File: src/design/sbc_pkg.sv
// shared types, constants and saturation helper for the basis coordinate solver
package sbc_pkg;

    localparam int FRAC_BITS_DEF  = 16;
    localparam int FIFO_DEPTH_DEF = 4;
    localparam int WORD_W         = 32;
    localparam int NUM_ROWS       = 3;
    localparam int NUM_COLS       = 4;

    typedef logic signed [WORD_W-1:0] t_word;

    typedef struct packed {
        t_word basis1_x;
        t_word basis1_y;
        t_word basis1_z;
        t_word basis2_x;
        t_word basis2_y;
        t_word basis2_z;
        t_word basis3_x;
        t_word basis3_y;
        t_word basis3_z;
        t_word point_x;
        t_word point_y;
        t_word point_z;
    } t_in;

    typedef struct packed {
        t_word coord_first;
        t_word coord_second;
        t_word coord_third;
        logic  singular;
    } t_out;

    // augmented matrix, row index first
    typedef t_word [NUM_ROWS-1:0][NUM_COLS-1:0] t_mat;

    typedef struct packed {
        t_mat a;
        logic sing;
    } t_sys;

    localparam logic signed [65:0] SAT_HI = 66'sd2147483647;
    localparam logic signed [65:0] SAT_LO = -66'sd2147483648;

    function automatic t_word sat_w(input logic signed [65:0] v);
        t_word res;
        if (v > SAT_HI) begin
            res = 32'sh7fffffff;
        end else if (v < SAT_LO) begin
            res = 32'sh80000000;
        end else begin
            res = v[WORD_W-1:0];
        end
        return res;
    endfunction

endpackage

File: src/design/sbc_front.sv
// front end: takes input items, builds the augmented matrix, flags a zero first pivot
module sbc_front (
    input  logic          i_clk,
    input  logic          i_rst_n,
    input  logic          i_valid,
    output logic          o_stall,
    input  sbc_pkg::t_in  i_data,
    output logic          o_valid,
    output sbc_pkg::t_sys o_sys,
    input  logic          i_full
);
    import sbc_pkg::*;

    logic r_valid;
    logic n_valid;
    t_sys r_sys;
    t_sys n_sys;
    logic accept;
    logic push;

    assign o_stall = r_valid && i_full;
    assign accept  = i_valid && !o_stall;
    assign push    = r_valid && !i_full;
    assign o_valid = r_valid;
    assign o_sys   = r_sys;

    always_comb begin
        n_sys.a[0][0] = i_data.basis1_x;
        n_sys.a[1][0] = i_data.basis1_y;
        n_sys.a[2][0] = i_data.basis1_z;
        n_sys.a[0][1] = i_data.basis2_x;
        n_sys.a[1][1] = i_data.basis2_y;
        n_sys.a[2][1] = i_data.basis2_z;
        n_sys.a[0][2] = i_data.basis3_x;
        n_sys.a[1][2] = i_data.basis3_y;
        n_sys.a[2][2] = i_data.basis3_z;
        n_sys.a[0][3] = i_data.point_x;
        n_sys.a[1][3] = i_data.point_y;
        n_sys.a[2][3] = i_data.point_z;
        n_sys.sing    = (i_data.basis1_x == '0);
    end

    always_comb begin
        if (accept) begin
            n_valid = 1'b1;
        end else if (push) begin
            n_valid = 1'b0;
        end else begin
            n_valid = r_valid;
        end
    end

    always_ff @(posedge i_clk) begin
        if (!i_rst_n) begin
            r_valid <= 1'b0;
        end else begin
            r_valid <= n_valid;
        end
    end

    always_ff @(posedge i_clk) begin
        if (accept) begin
            r_sys <= n_sys;
        end
    end

endmodule

File: config.mk
export PLATFORM = sky130hd
export DESIGN_NAME = sbc_front
export DESIGN_NICKNAME = d
export VERILOG_FILES = /design/src/design/sbc_pkg.sv /design/src/design/sbc_front.sv
export SDC_FILE = /design/constraint.sdc
export NUM_CORES = 1
export LEC_CHECK = 0
export ABC_AREA = 1
export BUFFER_PORTS_ARGS = -buffer_cell sky130_fd_sc_hd__buf_4
export CAP_MARGIN = 20
export CORE_AREA = 2 2 306 308
export DETAILED_ROUTE_END_ITERATION = 7
export DIE_AREA = 0 0 308 310
export HOLD_SLACK_MARGIN = 0.05
export SLEW_MARGIN = 10
export SYNTH_ARGS = -nofsm -noshare
export SYNTH_HDL_FRONTEND = slang
export SYNTH_SLANG_ARGS = --single-unit
File: constraint.sdc
create_clock -name i_clk -period 39.9 [get_ports i_clk]
set_clock_uncertainty 0.2 [all_clocks]
set_input_delay 3.99 -clock i_clk [delete_from_list [all_inputs] [get_ports i_clk]]
set_output_delay 3.99 -clock i_clk [all_outputs]
set_load 0.005 [all_outputs]
After elaboration in Yosys (flattened, before gate mapping)
Cells that the tools add are included.
{"block": "word_totals", "inputBits": 388, "register_bits": 386, "output_inout_bits": 387, "word_cells": 23}
{"block": "classes", "reduce_logical": 7, "mux": 2}
{"operator": "logical NOT 32 bit", "count": 1}
{"operator": "logical AND 1 bit", "count": 3}
{"operator": "logical NOT 1 bit", "count": 2}
{"operator": "two-way mux 1 bit", "count": 2}
{"operator": "nonzero test 2 bit", "count": 1}

Logic depth before layout (Yosys ltp)
Gate-level depths: netlist of run 1.
{"block": "depth", "word_depth": 4, "mapped_depth": 5, "mapped_depth_nobuf": 5}

Worst setup path before layout of run 1
Ideal clock, no wire load.
{"block": "synth_path", "path_type": "input -> register", "from": "input port i_full", "to": "register r_sys, in the netlist o_sys[0], enable pin", "path_stages": 3, "arrival_time_ns": 20.147, "required_time_ns": 38.554, "setup_time_ns": 1.146, "setup_slack_ns": 18.407, "n_path_buf": 0, "cell_sequence": "nand2_1 -> inv_1 -> nor2_1"}
{"block": "synth_via", "elab_chain_len": 3}
{"item": "start: declaration", "line": "sbc_front.sv:10", "rtl": "input logic i_full"}
{"item": "logical AND 1 bit", "line": "sbc_front.sv:21", "rtl": "assign o_stall = r_valid && i_full;"}
{"item": "net o_stall", "line": "sbc_front.sv:6", "rtl": "output logic o_stall,"}
{"item": "logical NOT 1 bit", "line": "sbc_front.sv:22", "rtl": "assign accept = i_valid && !o_stall;"}
{"item": "logical AND 1 bit", "line": "sbc_front.sv:22"}
{"item": "net accept", "line": "sbc_front.sv:18", "rtl": "logic accept;"}
{"item": "end signal: assignment", "line": "sbc_front.sv:63", "rtl": "r_sys <= n_sys;"}
{"item": "end: declaration", "line": "sbc_front.sv:16", "rtl": "t_sys r_sys;"}
The timed path passes the listed nets, and every way through them passes these cells.
A chain may end at the register's enable or synchronous reset.

Worst setup path in the final report of run 1
{"block": "layout_path", "from": "input port i_full", "to": "output port o_stall"}
{"block": "layout_via", "elab_chain_len": 1}
{"item": "logical AND 1 bit", "line": "sbc_front.sv:21"}
{"item": "end: declaration", "line": "sbc_front.sv:6"}
Every way passes these cells.

==> results of run 1 <==
==> layout by cell type (no fill, tap or decap) <==
| cell type | synthesis | routed |
|---|---|---|
| nand2_1 | 11 | 11 |
| clkinv_4 | 0 | 2 |
| inv_6 | 0 | 2 |
| edfxtp_1 | 385 | 385 |
| bufinv_16 | 0 | 2 |
| inv_1 | 2 | 2 |
| nor2_1 | 22 | 21 |
| clkinv_2 | 0 | 11 |
| clkbuf_16 | 0 | 47 |
| clkbuf_1 | 0 | 5 |
| a21boi_0 | 1 | 1 |
| nor2_4 | 0 | 1 |
| buf_4 | 0 | 779 |
| dfxtp_1 | 1 | 1 |
| clkinv_1 | 0 | 4 |
| clkinvlp_4 | 0 | 3 |
| inv_8 | 0 | 2 |
==> layout make-up <==
class / count / area, µm² / share of cell area (%)
sequential: 386 / 11600 / 56.6
timing repair buffer: 779 / 5850 / 28.6
tap: 1197 / 1500 / 7.31
clock buffer: 52 / 1190 / 5.83
clock inverter: 26 / 210 / 1.03
multi-input combinational: 34 / 139 / 0.678
inverter: 2 / 7.51 / 0.0367
==> synth_stat cells <==
| cell type | count |
|---|---|
| a21boi_0 | 1 |
| dfxtp_1 | 1 |
| edfxtp_1 | 385 |
| inv_1 | 2 |
| nand2_1 | 11 |
| nor2_1 | 22 |
==> through the flow <==
step | util (%) | worst slack, ps | instance area, µm² | hold slack (ps) | instances
after detailed placement | 20.6 | 31330 | 19100 | 309 | 2398
final | 22.1 | 31330 | 20500 | 323 | 2476
after global placement | 20.6 | 31310 | 19100 | 298 | 2398
after floorplan | - | 18410 | 11700 | 279 | 422
after global routing | 22.1 | 31300 | 20500 | 354 | 2476
after CTS | 22.1 | 31330 | 20500 | 319 | 2476
==> registers in the layout, indices dropped and copies added, names as in the netlist <==
signal	cells
o_valid	1
o_sys	385
==> worst max path at each step <==
| stage | to | slack (ps) | cells after the start |
|---|---|---|---|
| 2_1_floorplan | o_sys[0] | 18410 | 3 |
| 3_3_place_gp | o_stall | 31310 | 4 |
| 3_5_place_dp | o_stall | 31330 | 4 |
| 4_1_cts | o_stall | 31330 | 4 |
| 5_1_grt | o_stall | 31300 | 4 |
| 6_report | o_stall | 31330 | 4 |
==> kinds of logic after synthesis <==
logic type             after synthesis  synth area share, %
and+or+nand+nor                     33                 1.06
DFF                                386                 98.8
AOI/OAI and AO/OA                    1               0.0641
buffers and inverters                2               0.0641
==> routing by layer <==
layer | part of all wire, % | global-route usage [%] | up-vias
met5 | 0.077 | 0 | -
met4 | 3.0 | 3.45 | 6
met3 | 11 | 3.49 | 67
met2 | 49 | 13.3 | 505
met1 | 37 | 9.00 | 3750
li1 | - | - | 3347
==> critical path, cell delays in order <==
cell     delay (ps)
buf_4           110
nand2_1          70
inv_1            70
buf_4           140
==> power breakdown <==
group / switching, W / total, W / leakage, nW / internal, W
Clock: 0.000168 / 0.000396 / 0.692 / 0.000228
Sequential: 0.00000882 / 0.000484 / 3.73 / 0.000476
Combinational: 0.0000332 / 0.0000828 / 3.80 / 0.0000496
==> results_dict.tcl, run 1 <==
set metrics [dict create \
    arrival_ps 4380 \
    timing.setup.tns_ps 0 \
    clock_latency_ps 590 \
    fmax_mhz 117 \
    n_fill_cell 9685 \
    setup_viol_count_final 0 \
    synth_top_area_cell "edfxtp_1" \
    relSlewSlack_pct 31.4 \
    dp_hpwl_um 33700 \
    cp.required_ps 35710 \
    htreeDepth 2 \
    vdd_drop_max_mv 0.0273 \
    fin_total_pwr_w 0.000964 \
    vias_per_cell 3.10 \
    path_clk_slew_ps 60 \
    num_io_pins 775 \
    place_congestion 0.967 \
    cts_max_path_buffers 3 \
    synth_top_area_share_pct 98.6 \
    die_x_um 308 \
    dieArea_um2 95500 \
    cts_resized 0 \
    num_vias 7675 \
    hold_path_end "o_valid" \
    p_leak_nw 8.23 \
    cp-startpoint "i_full" \
    cts_made_buffers 45 \
    r2r_slack_ps 36270 \
    fp-row-count 112 \
    antenna_found_initial 8 \
    routedWlPerCell_um 17.3 \
    cp-start-kind "input port" \
    fin_crit_ps 8570 \
    initial_core_util_pct 12.7 \
    hold_buffers 0 \
    yosys_warnings 0 \
    cts-root-buf "clkbuf_16" \
    grt_pass1_vias 7820 \
    die_y_um 310 \
    synth_nets 810 \
    placeableCoreArea_um2 92500 \
    drive_gt1_share_pct 66.4 \
    reg2regPathDepth 5 \
    io_buffer_count 774 \
    syn-mean-instance-area_um2 27.8 \
    firstDrtPassIters 4 \
    synth.ff_latch_count 386 \
    finalWirelength_um 42800 \
    syn_to_final_growth_pct 74.7 \
    grt_pass1_wl_um 54500 \
    cts_sinks 386 \
    grt_max_degree 81 \
    syn_inst 422 \
    hold_path_class "reg2reg" \
    ys_seq_area_share_pct 98.8 \
    tightest_slew_ps 1030 \
    netlist_area_um2 11700 \
    crit_type "in2out" \
    slew_viol_final 0 \
    crit_path_max_fanout 2 \
    r2r-start "o_valid" \
    n_antenna_cell 0 \
    synthDistinctLibCells 6 \
    fin_crit_sh_pct 21.5 \
    drcViolationCount 0 \
    powerDensity_nw_per_um2 47.1 \
    track_usage_pct 8.03 \
    endpoint_kind "output port" \
    cts_tree "yes" \
    hp-start "o_valid" \
    drtAntennaViolNets 0 \
    post_cts_buffers 0 \
    nets 1636 \
    grt_remaining_overflow 0 \
    hold_depth 2 \
    synth.area.top_cells "edfxtp_1, nor2_1, nand2_1" \
    maxCapViolations 0 \
    drt_iter0_drc 605 \
    r2r-end "o_sys[336]" \
    status "finished clean" \
    rsz0062_at_grt "no" \
    hold_viol 0 \
]
(Power assumes the default switching activity.)
==> run 2, diff against run 1 <==
- ABC_AREA: 1 -> 0
- CORE_AREA: 2 2 306 308 -> 2 2 305 307
- DIE_AREA: 0 0 308 310 -> 0 0 307 309
- clock period: 39.9 -> 7.5 ns (I/O delays scaled with it)
==> results_dict.tcl, run 2 <==
set metrics [dict create \
    timing.setup.tns_ps 0 \
    stdcell_count 2447 \
    die_y_um 309 \
    firstDrtPassIters 4 \
    die_x_um 307 \
    multiInputGateArea_um2 100 \
    num_vias 7492 \
    hold_viol 0 \
    fin_crit_sh_pct 37.8 \
    cts_max_path_buffers 3 \
    nets 1614 \
    synth_top_area_share_pct 99.0 \
    clock_latency_ps 570 \
    place_congestion 0.865 \
    fmax_mhz 352 \
    synthTopCellsByCount "edfxtp_1, nor4_1, nand4_1" \
    cp-start-kind "flop" \
    arrival_ps 2830 \
    grt_remaining_overflow 0 \
    drive_gt1_share_pct 66.6 \
    fin_crit_ps 2840 \
    synth_edf_count 385 \
    synth_top_area_cell "edfxtp_1" \
    syn_to_final_growth_pct 74.7 \
    synth_nets 788 \
    syn_inst 400 \
    ys_seq_area_share_pct 99.2 \
    grt_pass1_vias 7979 \
    fp-row-count 111 \
    vias_per_cell 3.06 \
    hold_path_class "in2reg" \
    r2r-start "o_valid" \
    htreeDepth 2 \
    syn-mean-instance-area_um2 29.2 \
    regArea_um2 11600 \
    maxCapViolations 0 \
    hold_path_end "o_sys[180]" \
    placeableCoreArea_um2 91400 \
    hold_buffers 0 \
    dp_hpwl_um 36500 \
    synth.ff_latch_count 386 \
    cts_tree "yes" \
    cp-startpoint "o_valid" \
    powerDensity_nw_per_um2 247 \
    yosys_warnings 0 \
    crit_type "reg2reg" \
    setup_viol_count_final 0 \
    cpMostUsedCell "buf_12" \
    hp-start "i_data[243]" \
    netlist_area_um2 11700 \
    fin_util_pct 22.3 \
    post_cts_buffers 0 \
    num_io_pins 775 \
    io_buffer_count 774 \
    r2r_slack_ps 4660 \
    final_common_cell "buf_4" \
    cts_sinks 386 \
    synth_most_common_cell "edfxtp_1" \
    cpMaxStageDelayCell "nor2b_4" \
    fin_total_pwr_w 0.00503 \
    endpoint_kind "flop" \
    p_leak_nw 8.16 \
    drcViolationCount 0 \
    drtAntennaViolNets 0 \
    synthDistinctLibCells 9 \
    grt_pass1_wl_um 58300 \
    async_flop_share_pct 0 \
    synth.area.top_cells "edfxtp_1, nor4_1, dfxtp_1" \
    synth_top_flop_cell "edfxtp_1" \
    cts-root-buf "clkbuf_16" \
    r2r-end "o_sys[155]" \
    cts_made_buffers 43 \
    antenna_found_initial 2 \
    largest_reg_flops 385 \
    drt_iter0_drc 469 \
    track_usage_pct 8.72 \
    reg2regPathDepth 4 \
    cp.required_ps 7490 \
    dieArea_um2 94900 \
    tightest_slew_ps 1030 \
    cpPeakStageDelay_ps 710 \
    path_clk_slew_ps 60 \
    rsz0062_at_grt "no" \
    dpl.cell_count 2367 \
    relSlewSlack_pct 31.4 \
    vdd_drop_max_mv 0.164 \
    grt_max_degree 151 \
    crit_path_max_fanout 128 \
    status "finished clean" \
    initial_core_util_pct 12.8 \
    finalWirelength_um 44900 \
    layout_common_cells "buf_4, edfxtp_1, clkbuf_16, clkinv_1, clkbuf_1" \
    n_fill_cell 9562 \
    routedWlPerCell_um 18.4 \
    slew_viol_final 0 \
    crit_chain "and2_1 > nor2b_4 > buf_12 > buf_12" \
    hold_slack_ps 148 \
    hold_depth 1 \
    cts_resized 0 \
]
[run 2: cell types whose count changed after synthesis, moves of 2 or more]
cell	change
nand4_1	+2
nor4_1	+7
inv_1	-2
nand2_1	-11
nor2_1	-21
[run 2: per-stage QoR]
| stage | setup slack [ps] | instance area (µm²) |
|---|---|---|
| 2_1_floorplan | 195 | 11700 |
| 3_3_place_gp | 4200 | 19100 |
| 3_5_place_dp | 4100 | 19100 |
| 4_1_cts | 4670 | 20400 |
| 5_1_grt | 4520 | 20400 |
| 6_report | 4660 | 20400 |
[run 2: worst max path at each step]
stage / to / slack, ps / cells after the start
after global placement: o_sys[153] / 4200 / 5
after floorplan: o_sys[0] / 200 / 2
after detailed placement: o_sys[141] / 4100 / 5
after CTS: o_sys[182] / 4670 / 4
final: o_sys[155] / 4660 / 4
after global routing: o_sys[155] / 4520 / 4
[run 2: where the power goes]
| part | leakage [nW] | internal, W | switching, W |
|---|---|---|---|
| registers | 3.73 | 0.00253 | 0.0000470 |
| clock network | 0.646 | 0.00116 | 0.000838 |
| logic | 3.79 | 0.000268 | 0.000186 |
[run 2: final cells by class]
type,count,share of cell area (%)
clock buffer,54,5.69
antenna,2,0.0245
tap,1186,7.28
timing repair buffer,781,28.9
multi-input combinational,14,0.491
sequential,386,56.8
clock inverter,24,0.804
[run 2: routing by layer]
layer / part of all wire [%] / global-route usage (%) / up-vias / routed length, µm
met5: 0.022 / 0 / - / 10
met4: 2.7 / 2.88 / 2 / 1230
met3: 15 / 5.67 / 60 / 6560
met2: 49 / 14.6 / 489 / 21900
met1: 34 / 8.75 / 3624 / 15200
li1: - / - / 3317 / -
[run 2: worst max-delay path, delay by kind of cell, from the launching register on]
| kind | cells | cell delay (ps) |
|---|---|---|
| DFF | 1 | 310 |
| and+or+nand+nor | 2 | 900 |
| buffers and inverters | 2 | 740 |
[run 2: kinds of logic after synthesis]
logic type,Yosys count,synth area share [%]
simple gates,13,0.729
compound gates,1,0.0643
flops,386,99.2
